**src/tvs_pkg.sv**
```systemverilog
// ----------------------------------------------------------------------------
// tvs_pkg
// Shared types and constants of the trilinear volume sampler.
// ----------------------------------------------------------------------------
package tvs_pkg;

   localparam int AXIS_BITS   = 5;
   localparam int SIZE_BITS   = 6;
   localparam int FRAC_BITS   = 8;
   localparam int VALUE_BITS  = 16;
   localparam int LOC_BITS    = 18;
   localparam int INV_BITS    = 16;
   localparam int PROD_BITS   = LOC_BITS + INV_BITS + 1;
   localparam int PROD_FRAC   = 20;
   localparam int ADDR_BITS   = 1 + 3 * AXIS_BITS;
   localparam int WEIGHT_BITS = FRAC_BITS + 1;
   localparam int CSR_IDX_BITS = 3;

   localparam logic [CSR_IDX_BITS-1:0] CSR_SIZE_X     = 3'd0;
   localparam logic [CSR_IDX_BITS-1:0] CSR_SIZE_Y     = 3'd1;
   localparam logic [CSR_IDX_BITS-1:0] CSR_SIZE_Z     = 3'd2;
   localparam logic [CSR_IDX_BITS-1:0] CSR_INV_RES_X  = 3'd3;
   localparam logic [CSR_IDX_BITS-1:0] CSR_INV_RES_Y  = 3'd4;
   localparam logic [CSR_IDX_BITS-1:0] CSR_INV_RES_Z  = 3'd5;
   localparam logic [CSR_IDX_BITS-1:0] CSR_BACKGROUND = 3'd6;

   localparam logic REQ_WRITE  = 1'b0;
   localparam logic REQ_SAMPLE = 1'b1;

   typedef struct packed {
      logic [SIZE_BITS-1:0]  size_x;   // already saturated to 1..32
      logic [SIZE_BITS-1:0]  size_y;
      logic [SIZE_BITS-1:0]  size_z;
      logic [INV_BITS-1:0]   inv_x;
      logic [INV_BITS-1:0]   inv_y;
      logic [INV_BITS-1:0]   inv_z;
      logic [VALUE_BITS-1:0] background;
   } cfg_type;

   // One classified request as it travels from the front to the back.
   typedef struct packed {
      logic                  is_sample;
      logic                  outside;
      logic                  rank;
      logic [AXIS_BITS-1:0]  x;        // write index or integer coordinate
      logic [AXIS_BITS-1:0]  y;
      logic [AXIS_BITS-1:0]  z;
      logic [FRAC_BITS-1:0]  fr_x;
      logic [FRAC_BITS-1:0]  fr_y;
      logic [FRAC_BITS-1:0]  fr_z;
      logic [VALUE_BITS-1:0] value;
   } job_type;

endpackage

```
**src/tvs_queue.sv**
```systemverilog
// ----------------------------------------------------------------------------
// tvs_queue
// Two-entry job queue between the front end and the back end.
// ----------------------------------------------------------------------------
module tvs_queue import tvs_pkg::*; (
   input  logic    clock,
   input  logic    reset,
   input  logic    push_valid,
   output logic    push_ready,
   input  job_type push_job,
   output logic    pop_valid,
   input  logic    pop_ready,
   output job_type pop_job
);

   job_type     entry_ff [2];
   logic        wr_ptr_ff, wr_ptr_in;
   logic        rd_ptr_ff, rd_ptr_in;
   logic [1:0]  count_ff, count_in;
   logic        push, pop;

   assign push_ready = (count_ff != 2'd2);
   assign pop_valid  = (count_ff != 2'd0);
   assign pop_job    = entry_ff[rd_ptr_ff];
   assign push       = push_valid && push_ready;
   assign pop        = pop_valid && pop_ready;

   always_comb begin
      wr_ptr_in = wr_ptr_ff ^ push;
      rd_ptr_in = rd_ptr_ff ^ pop;
      count_in  = count_ff + 2'(push) - 2'(pop);
   end

   always_ff @(posedge clock) begin
      if (reset) begin
         wr_ptr_ff <= 1'b0;
         rd_ptr_ff <= 1'b0;
         count_ff  <= 2'd0;
      end else begin
         wr_ptr_ff <= wr_ptr_in;
         rd_ptr_ff <= rd_ptr_in;
         count_ff  <= count_in;
      end
   end

   always_ff @(posedge clock) begin
      if (push) begin
         entry_ff[wr_ptr_ff] <= push_job;
      end
   end

endmodule

```
**config.mk**
```make
export PLATFORM = sky130hd
export DESIGN_NAME = tvs_queue
export DESIGN_NICKNAME = d
export VERILOG_FILES = /design/src/tvs_pkg.sv /design/src/tvs_queue.sv
export SDC_FILE = /design/constraint.sdc
export NUM_CORES = 1
export LEC_CHECK = 0
export BUFFER_PORTS_ARGS = -buffer_cell sky130_fd_sc_hd__buf_2
export CELL_PAD_IN_SITES_DETAIL_PLACEMENT = 1
export CELL_PAD_IN_SITES_GLOBAL_PLACEMENT = 2
export CORE_MARGIN = 1
export CORE_UTILIZATION = 40
export CTS_CLUSTER_SIZE = 20
export DETAILED_ROUTE_END_ITERATION = 6
export GPL_ROUTABILITY_DRIVEN = 0
export PLACE_DENSITY = 0.81
export SYNTH_ARGS = -nofsm -noshare
export SYNTH_HDL_FRONTEND = slang
export SYNTH_SLANG_ARGS = --single-unit
```
**constraint.sdc**
```tcl
create_clock -name clock -period 6.1 [get_ports clock]
set_clock_uncertainty 0.1 [all_clocks]
set_input_delay 1.22 -clock clock [delete_from_list [all_inputs] [get_ports clock]]
set_output_delay 1.22 -clock clock [all_outputs]
set_load 0.05 [all_outputs]
```
==> qor.log <==
INFO  hold_path      worstHoldPathCells=3
INFO  sta            setup_viol_count_final=0
INFO  outcome        result_of_the_run=completed
INFO  clock_network  cts_root_buf=clkbuf_8
INFO  setup_path     r2r_setup_slack=3.78ns
INFO  sta            worst-slew-pin-transition=0.739ns
INFO  finish         layout_commonest_cell=buf_2
INFO  hold_path      timing.hold.worst.start=wr_ptr_ff
INFO  route          drt_drc_violations_left=0
INFO  global_routing globalRouteTotalUtil=15.0%
INFO  global_routing number_of_antenna_violations_at_the_first_check_in_global_routing=0
INFO  placed_design  detailedPlacementHpwl=5530um
INFO  die            fp-row-count=38
INFO  synthesis      syn_area_per_cell=21.4um^2
INFO  synthesis      synth.ff_latch_count=120
INFO  clock_network  cts_h_tree_depth=4
INFO  setup_path     worst_r2r_path_depth=4
INFO  die            dieHeight=108um
INFO  finish         num-nets-final=408
INFO  route          antenna_violating_nets_post_route=0
INFO  finish         antenna-diode-count=0
INFO  route          detail_route.wl_per_cell=16.6um
INFO  synthesis      post_synth_inst_count=208
INFO  synthesis      post_synth_and_or_nand_nor_area_fraction=1.54%
INFO  global_routing vias_in_the_first_global_route=2505
INFO  setup_path     required=4.78ns
INFO  clock_network  cts.path.max_buffers=2
INFO  route          drt_wl_total=8210um
INFO  setup_path     cp_delay_by_family_top=flip-flops
INFO  sta            maxSlewViolCount=0
INFO  sta            rsz0062_at_grt=no
INFO  global_routing grt_pass1_wl=12300um
INFO  die            core_area=10800um^2
INFO  setup_path     cp_max_fo=31
INFO  finish         layout-drive-gt1-share=58.6%
INFO  synthesis      synth_top_family_by_area=multiplexers
INFO  synthesis      synthAdderAreaFrac=0.562%
INFO  route          drt-pass1-iter-count=4
INFO  die            die_span_x=108um
INFO  route          detail_route.vias_per_cell=4.73
INFO  placed_design  port_buffers=121
INFO  clock_network  cts.reportedPaths.clkPinSlew=0.05ns
INFO  setup_path     rr_endpoint=entry_ff[0][38]
INFO  synthesis      yosysSeqAreaShare=80.0%
INFO  synthesis      synthesis.yosys.warnings=0
INFO  synthesis      synth.distinct_cells=22
INFO  placed_design  preCtsSetupSlack=2.80ns
INFO  setup_path     critical_path.cell_chain=buf_4, mux2_2, buf_2
INFO  synthesis      synth-xor-area-share=0.197%
INFO  finish         layout_common_cells=121 x buf_2, 116 x edfxtp_1, 48 x mux2_2
INFO  synthesis      synth_nets=272
INFO  setup_path     slowest_stage=dfxtp_2
INFO  die            die-area=11600um^2
INFO  synthesis      synthesis.area=4460um^2
INFO  sta            fmax=266MHz
INFO  global_routing overflow=0
INFO  synthesis      synth_compound_gate_area_share=0.814%
INFO  sta            slew-limit-headroom=50.7%
INFO  clock_network  cts_made_buffers=17
INFO  global_routing grt_start_max_net_pins=39
INFO  clock_network  post_cts_hold_buffer_count=0
INFO  clock_network  clk_latency=0.50ns
INFO  sta            setup_tns=0ns
INFO  sta            finalCriticalPeriod=3.75ns
INFO  synthesis      synth.mux.area_fraction=15.8%
INFO  power_and_ir_drop power.density=474nW/um^2
INFO  hold_path      hold_path.class=register to register
INFO  finish         area_delta_synth_final=28.5%
INFO  clock_network  post_cts.resized_instances=0
INFO  setup_path     worst_path_largest_cell_delay=0.76ns
INFO  sta            final.period_utilization=61.6%
INFO  setup_path     worstSetupStartpointType=register
INFO  clock_network  post_cts_buffers=0
INFO  die            effective_utilization_at_floorplan=41.1%
INFO  setup_path     timing.critical_path.buf_inv=2
INFO  hold_path      worst_hold_path.endpoint=wr_ptr_ff
INFO  route          via_count=2334
INFO  setup_path     worst_setup_path_end_kind=output pin
INFO  flow_run       max-cap-violations=0
INFO  setup_path     worst-setup-path-type=register to output pin
INFO  power_and_ir_drop max-vdd-ir-drop=0.000193V
INFO  clock_network  clock-sinks=120
INFO  sta            hold_violations=0
INFO  power_and_ir_drop power_leakage=2.18nW
INFO  route          drt-initial-drc-count=65
INFO  die            io_pins=122
INFO  sta            layout_setup_ws=2.35ns
INFO  setup_path     worstPathArrival=2.43ns
INFO  clock_network  tritoncts=built
INFO  setup_path     reg2reg_from=count_ff[0]
-- synthesized netlist by cell type --
| master | count | area (um^2) |
|---|---|---|
| xor2_1 | 1 | 8.76 |
| and2_1 | 1 | 6.26 |
| edfxtp_1 | 116 | 3480 |
| nand2b_1 | 1 | 6.26 |
| buf_2 | 5 | 25.0 |
| mux2_4 | 10 | 150 |
| a32oi_1 | 1 | 8.76 |
| buf_6 | 2 | 22.5 |
| or2_2 | 1 | 6.26 |
| mux2_2 | 48 | 541 |
| a211oi_1 | 1 | 7.51 |
| dfxtp_1 | 4 | 80.1 |
| mux2_1 | 1 | 11.3 |
| and3_1 | 1 | 6.26 |
| nor2b_1 | 2 | 12.5 |
| nor2_1 | 5 | 18.8 |
| nand3_1 | 1 | 5.00 |
| a21bo_1 | 1 | 10.0 |
| o21ai_0 | 2 | 10.0 |
| ha_1 | 2 | 25.0 |
| inv_1 | 1 | 3.75 |
| and2b_1 | 1 | 7.51 |
-- cell type report --
type,instances,area [um^2]
clock inverter,7,81.3
inverter,1,3.75
multi-input combinational,80,845
sequential,120,3560
clock buffer,21,429
tap,140,175
timing repair buffer,124,628
fill,1038,5110
-- through the flow --
stage          hold WS, ns  std cells  power [mW]  util, %  area, um^2
6_report             0.478        493        2.71     52.8        5730
3_5_place_dp         0.475        465        1.87     48.1        5220
3_3_place_gp         0.462        465        1.85     48.1        5220
2_1_floorplan        0.424        208        1.71        -        4460
4_1_cts              0.483        493        2.75     52.8        5730
5_1_grt              0.511        493        2.82     52.8        5730
-- layer usage --
metal  global-route usage [%]  share of wire, %  up-vias
li1                         -                 -     1091
met1                     15.5                39     1156
met2                     26.8                54       75
met3                     5.33               5.8       12
met4                     7.34               1.4        0
met5                        0                 0        -
-- logic make-up (layout without fill, tap and decap cells) --
logic type               Yosys count  after routing
adder cells (fa/ha/maj)            2              2
AND/OR/NAND/NOR                   13             13
XOR/XNOR                           1              1
AO/OA/AOI/OAI                      5              5
buffers and inverters              8            153
flip-flops                       120            120
multiplexers                      59             59
-- registers in the layout, indices dropped and copies added (netlist names) --
| signal | count |
|---|---|
| entry_ff | 116 |
| count_ff | 2 |
| rd_ptr_ff | 1 |
| wr_ptr_ff | 1 |
-- worst register-to-register path, stage by stage, from the launching register on --
cell	delay [ns]
dfxtp_1	0.44
nand2b_1	0.18
and2_1	0.15
ha_2	0.52
buf_4	0.56
-- report_power, final --
part,internal (mW),switching [mW],total [mW]
sequential,1.02,0.0481,1.07
clock,0.564,0.309,0.873
combinational,0.224,0.546,0.770
-- worst max-delay path by stage --
| stage | start | to | slack, ns | cells past startpoint |
|---|---|---|---|---|
| floorplan | push_valid | entry_ff[0][0] | 2.83 | 2 |
| detailed placement | rd_ptr_ff | pop_job[30] | 2.80 | 3 |
| global placement | rd_ptr_ff | pop_job[6] | 2.82 | 3 |
| CTS | rd_ptr_ff | pop_job[2] | 2.25 | 3 |
| finish | rd_ptr_ff | pop_job[30] | 2.35 | 3 |
| global route | rd_ptr_ff | pop_job[30] | 2.15 | 3 |
No activity file was read; power rests on OpenSTA's default activity.
