## src/tvs_pkg.sv

```systemverilog
// ----------------------------------------------------------------------------
// tvs_pkg
// Shared types and constants of the trilinear volume sampler.
// ----------------------------------------------------------------------------
package tvs_pkg;

   localparam int AXIS_BITS   = 5;
   localparam int SIZE_BITS   = 6;
   localparam int FRAC_BITS   = 8;
   localparam int VALUE_BITS  = 16;
   localparam int LOC_BITS    = 18;
   localparam int INV_BITS    = 16;
   localparam int PROD_BITS   = LOC_BITS + INV_BITS + 1;
   localparam int PROD_FRAC   = 20;
   localparam int ADDR_BITS   = 1 + 3 * AXIS_BITS;
   localparam int WEIGHT_BITS = FRAC_BITS + 1;
   localparam int CSR_IDX_BITS = 3;

   localparam logic [CSR_IDX_BITS-1:0] CSR_SIZE_X     = 3'd0;
   localparam logic [CSR_IDX_BITS-1:0] CSR_SIZE_Y     = 3'd1;
   localparam logic [CSR_IDX_BITS-1:0] CSR_SIZE_Z     = 3'd2;
   localparam logic [CSR_IDX_BITS-1:0] CSR_INV_RES_X  = 3'd3;
   localparam logic [CSR_IDX_BITS-1:0] CSR_INV_RES_Y  = 3'd4;
   localparam logic [CSR_IDX_BITS-1:0] CSR_INV_RES_Z  = 3'd5;
   localparam logic [CSR_IDX_BITS-1:0] CSR_BACKGROUND = 3'd6;

   localparam logic REQ_WRITE  = 1'b0;
   localparam logic REQ_SAMPLE = 1'b1;

   typedef struct packed {
      logic [SIZE_BITS-1:0]  size_x;   // already saturated to 1..32
      logic [SIZE_BITS-1:0]  size_y;
      logic [SIZE_BITS-1:0]  size_z;
      logic [INV_BITS-1:0]   inv_x;
      logic [INV_BITS-1:0]   inv_y;
      logic [INV_BITS-1:0]   inv_z;
      logic [VALUE_BITS-1:0] background;
   } cfg_type;

   // One classified request as it travels from the front to the back.
   typedef struct packed {
      logic                  is_sample;
      logic                  outside;
      logic                  rank;
      logic [AXIS_BITS-1:0]  x;        // write index or integer coordinate
      logic [AXIS_BITS-1:0]  y;
      logic [AXIS_BITS-1:0]  z;
      logic [FRAC_BITS-1:0]  fr_x;
      logic [FRAC_BITS-1:0]  fr_y;
      logic [FRAC_BITS-1:0]  fr_z;
      logic [VALUE_BITS-1:0] value;
   } job_type;

endpackage

```

## src/tvs_front.sv

```systemverilog
// ----------------------------------------------------------------------------
// tvs_front
// Registers a request, scales the location into voxel coordinates and
// classifies it into a job for the back end.
// ----------------------------------------------------------------------------
module tvs_front import tvs_pkg::*; (
   input  logic                  clock,
   input  logic                  reset,
   input  cfg_type               cfg,
   input  logic                  in_valid,
   output logic                  in_ready,
   input  logic                  in_type,
   input  logic [AXIS_BITS-1:0]  in_x,
   input  logic [AXIS_BITS-1:0]  in_y,
   input  logic [AXIS_BITS-1:0]  in_z,
   input  logic                  in_rank,
   input  logic [VALUE_BITS-1:0] in_value,
   input  logic [LOC_BITS-1:0]   in_loc_x,
   input  logic [LOC_BITS-1:0]   in_loc_y,
   input  logic [LOC_BITS-1:0]   in_loc_z,
   output logic                  job_valid,
   input  logic                  job_ready,
   output job_type               job
);

   logic                  valid_ff, valid_in;
   logic                  type_ff, rank_ff;
   logic [AXIS_BITS-1:0]  x_ff, y_ff, z_ff;
   logic [VALUE_BITS-1:0] value_ff;
   logic [LOC_BITS-1:0]   lx_ff, ly_ff, lz_ff;
   logic [PROD_BITS-1:0]  px, py, pz;
   logic                  out_x, out_y, out_z;

   function automatic logic [PROD_BITS-1:0] scale(input logic [LOC_BITS-1:0] loc,
                                                  input logic [INV_BITS-1:0] inv);
      logic signed [PROD_BITS-1:0] loc_s;
      logic signed [PROD_BITS-1:0] inv_s;
      loc_s = PROD_BITS'($signed(loc));
      inv_s = PROD_BITS'($signed({1'b0, inv}));
      return loc_s * inv_s;
   endfunction

   function automatic logic beyond(input logic [PROD_BITS-1:0] p,
                                   input logic [SIZE_BITS-1:0] size);
      logic [SIZE_BITS-1:0] lim;
      lim = size - SIZE_BITS'(1);
      return p[PROD_BITS-1] ||
             (p[PROD_BITS-2:0] > (PROD_BITS-1)'({lim, {PROD_FRAC{1'b0}}}));
   endfunction

   assign in_ready  = !valid_ff || job_ready;
   assign job_valid = valid_ff;
   assign valid_in  = in_ready ? in_valid : valid_ff;

   always_ff @(posedge clock) begin
      if (reset) begin
         valid_ff <= 1'b0;
      end else begin
         valid_ff <= valid_in;
      end
   end

   always_ff @(posedge clock) begin
      if (in_ready && in_valid) begin
         type_ff  <= in_type;
         rank_ff  <= in_rank;
         x_ff     <= in_x;
         y_ff     <= in_y;
         z_ff     <= in_z;
         value_ff <= in_value;
         lx_ff    <= in_loc_x;
         ly_ff    <= in_loc_y;
         lz_ff    <= in_loc_z;
      end
   end

   assign px    = scale(lx_ff, cfg.inv_x);
   assign py    = scale(ly_ff, cfg.inv_y);
   assign pz    = scale(lz_ff, cfg.inv_z);
   assign out_x = beyond(px, cfg.size_x);
   assign out_y = beyond(py, cfg.size_y);
   assign out_z = beyond(pz, cfg.size_z);

   // Inside the volume the integer part is below 32, so five bits hold it.
   always_comb begin
      job           = '0;
      job.is_sample = (type_ff == REQ_SAMPLE);
      job.rank      = rank_ff;
      job.value     = value_ff;
      if (type_ff == REQ_SAMPLE) begin
         job.outside = out_x || out_y || out_z;
         job.x       = px[PROD_FRAC+AXIS_BITS-1:PROD_FRAC];
         job.y       = py[PROD_FRAC+AXIS_BITS-1:PROD_FRAC];
         job.z       = pz[PROD_FRAC+AXIS_BITS-1:PROD_FRAC];
         job.fr_x    = px[PROD_FRAC-1:PROD_FRAC-FRAC_BITS];
         job.fr_y    = py[PROD_FRAC-1:PROD_FRAC-FRAC_BITS];
         job.fr_z    = pz[PROD_FRAC-1:PROD_FRAC-FRAC_BITS];
      end else begin
         job.x = x_ff;
         job.y = y_ff;
         job.z = z_ff;
      end
   end

endmodule

```

## config.mk

```make
export PLATFORM = sky130hd
export DESIGN_NAME = tvs_front
export DESIGN_NICKNAME = d
export VERILOG_FILES = /design/src/tvs_pkg.sv /design/src/tvs_front.sv
export SDC_FILE = /design/constraint.sdc
export NUM_CORES = 2
export LEC_CHECK = 0
export BUFFER_PORTS_ARGS = -buffer_cell sky130_fd_sc_hd__buf_2
export CAP_MARGIN = 20
export CORE_UTILIZATION = 70
export DETAILED_ROUTE_END_ITERATION = 7
export MAX_ROUTING_LAYER = met4
export PLACE_DENSITY = 0.93
export RECOVER_POWER = 50
export SLEW_MARGIN = 20
export SYNTH_ARGS = -nofsm -noshare
export SYNTH_HDL_FRONTEND = slang
export SYNTH_SLANG_ARGS = --single-unit
```

## constraint.sdc

```tcl
create_clock -name clock -period 15.9 [get_ports clock]
set_input_delay 0.795 -clock clock [delete_from_list [all_inputs] [get_ports clock]]
set_output_delay 0.795 -clock clock [all_outputs]
set_load 0.005 [all_outputs]
```

==> results.toml <==
[outcome]
run_status = "finished with violations"
violations = "DRC, capacitance limit, slew limit"

[sta]
max_slew_margin = -1.08
hold-worst-slack_ns = 0.529
rsz0062_at_grt = "false"
finalCriticalPeriod_ns = 11.01
final-max-slew-violation-count = 43
finalHoldViolCount = 0
fin_worst_skew_ns = 0.0166
part_of_the_cycle_the_worst_path_needs = 0.693
worstMarginPinSlew_ns = 3.12
achievable-frequency_mhz = 90.8
setup_tns_ns = 0
setup_violations = 0

[clocking]
ctsRootBufferMaster = "sky130_fd_sc_hd__clkbuf_16"
clk_pin_slew_ns = 0.11
htreeDepth = 3
cts-root-to-sink-buffers = 2
postCtsResizedCells = 0
cts_buffers = 9
tritoncts = "yes"
clkLatencyLatePin_ns = 0.43
postCtsHoldBufs = 0
post-cts-setup-buffers = 0
cts.sink_count = 88

[yosys]
edff_count_synth = 87
post_synthesis_mean_instance_area_um2 = 9.15
synth_nets = 5451
syn-cell-area_mm2 = 0.0376
netlist.top_cell.by_area = "sky130_fd_sc_hd__fa_1"
yosys_warnings = 0
synth-main-ff-cell = "sky130_fd_sc_hd__edfxtp_1"
synth.ff_latch_count = 88
synth_sequential_area_ratio = 0.0700
synth.distinct_cells = 84
synth.top_cells.by_count = "1,059 x sky130_fd_sc_hd__inv_1, 879 x sky130_fd_sc_hd__fa_1, 560 x sky130_fd_sc_hd__nand2_1, 394 x sky130_fd_sc_hd__and2_1, 288 x sky130_fd_sc_hd__ha_1"
synth_top_cells_by_area = "sky130_fd_sc_hd__fa_1 47%, sky130_fd_sc_hd__inv_1 11%, sky130_fd_sc_hd__ha_1 9.6%, sky130_fd_sc_hd__edfxtp_1 6.9%, sky130_fd_sc_hd__and2_1 6.6%"
yosys.cell_count.top_type = "sky130_fd_sc_hd__inv_1"
asyncSetResetFlopFracSynth = 0
synth.top_cell.area_share = 0.468
post_synth_inst_count = 4111

[detailed_routing]
drt-wirelength-per-cell_um = 19.8
postRouteAntennaNets = 0
post-route-drc-count = 29
via_per_inst = 5.97
dr_total_vias = 29099
drt_iter0_drc = 2376
dr.pass1.iters = 8
wl_um = 96400

[setup_path]
critical_path.max_fanout = 16
critPathArrivalTime_ns = 10.22
worst-endpoint-required_ns = 15.11
critical_path.endpoint_type = "output port"
timing.critical_path.slowest_stage_cell = "sky130_fd_sc_hd__edfxtp_1"
path_common_cell = "sky130_fd_sc_hd__fa_1"
critPathLaunchType = "flop"
crit_path_max_incr_delay_ns = 0.84
worst_path_dominant_cell_family = "adder cells"
path_class = "flop to output port"
cp_num_buf_inv = 4

[placement]
detailed_place.area_mm2 = 0.0390
place_congestion = 0.938
place.port_buffers = 216
place_hpwl_um = 77800

[floorplan]
floorplan.io_pins = 233
die_y_um = 234
die_width_um = 234
row_count = 84
starting_density = 0.711
floorplan.die_area_mm2 = 0.0547
core_area_mm2 = 0.0529

[global_route]
pin_count_of_the_biggest_net_entering_global_routing = 47
grt_pass1_vias = 32370
grt_usage = 0.388
grt_first_pass_wirelength_um = 158000
groute.layer.met2.usage = 0.634
globalRoute.busiestLayer = "met2"
grt_overflow = 0
global_route.usage.met3 = 0.0818
grt_use_met1 = 0.442
antenna_found_initial = 1

[final_layout]
multiInputGateArea_mm2 = 0.0304
areaGrowthSynthToFinish_pct = 4.39
final_core_utilization = 0.743
final_area_mm2 = 0.0393
ff_latch_area_mm2 = 0.00263
fill_cells = 3440
final_nets = 5521
post_route_cells_drive_above_1_share = 0.0624

[job]
drv_cap = 1

[min_path]
hold_path.class = "primary input to flop"
[worst reg2reg max path, cell delays in order (launching register included)]
cell	delay, ns
sky130_fd_sc_hd__dfxtp_1	0.32
sky130_fd_sc_hd__nand2b_1	0.11
sky130_fd_sc_hd__and2_0	2.24
sky130_fd_sc_hd__buf_4	0.87
[final timing paths]
kind,start,end,slack (ns),depth (start not counted)
max,ly_ff[13]$_DFFE_PP_,job[56],4.89,28
min,in_loc_z[17],lz_ff[17]$_DFFE_PP_,0.53,1
max reg2reg,job_valid$_SDFFE_PP0N_,lz_ff[7]$_DFFE_PP_,11.93,3
min reg2reg,job_valid$_SDFFE_PP0N_,job_valid$_SDFFE_PP0N_,0.56,2
[registers in the layout (all words and copies together), names as in the netlist]
register   cells
z_ff           5
y_ff           5
rank_ff        1
lx_ff         18
value_ff      16
lz_ff         18
job_valid      1
ly_ff         18
x_ff           5
type_ff        1
[area by class of cell]
cell class	instances	area share
diodes	3	0.000191
clock buffers	9	0.00574
clock inverters	7	0.00214
inverters	1060	0.101
multi-input cells	2803	0.774
flip-flops and latches	88	0.0670
well taps	688	0.0219
repair buffers	219	0.0280
[layout by cell type, fill, tap and decap left out, drive strengths merged, types with 8 or more instances in the layout]
cell	synthesis	final
nor3	26	26
o21a	22	22
a21o	33	33
mux2i	9	9
nor2	76	76
and3	23	23
a211oi	11	11
buf	11	217
nand2	560	560
clkbuf	149	11
mux2	10	10
and2	394	394
nand2b	19	19
edfxtp	87	87
nor3b	12	12
nor2b	14	14
a31oi	12	12
nand4	23	23
nand3b	8	8
o21ai	59	59
fa	879	879
nand3	27	27
xnor2	64	64
xor2	22	22
inv	1060	1064
nor4	8	8
ha	288	288
a21oi	85	85
[logic make-up (layout without fill, tap and decap cells)]
family / Yosys count / in the layout / synth area share
simple gates: 1220 / 1220 / 0.161
buf+inv: 1220 / 1295 / 0.122
fa+ha+maj: 1167 / 1167 / 0.564
compound gates: 309 / 309 / 0.0559
xor+xnor: 88 / 88 / 0.0216
flops: 88 / 88 / 0.0700
mux: 19 / 19 / 0.00539
other cells: 0 / 3 / 0
[metal layers]
layer,wire (um),share of wire
met1,33600,0.35
met2,48000,0.50
met3,8760,0.091
met4,6120,0.063
met5,0,0
[per-stage QoR]
stage | worst slack (ns) | std cells
after detailed placement | 5.10 | 4858
after global placement | 5.19 | 4858
final | 4.89 | 4877
after CTS | 4.97 | 4874
after floorplan | 7.02 | 4111
after global routing | 4.26 | 4874
Power is left out: the tool's default activity adds up to more than one toggle a clock period on the data nets, which glitch-free logic cannot reach.
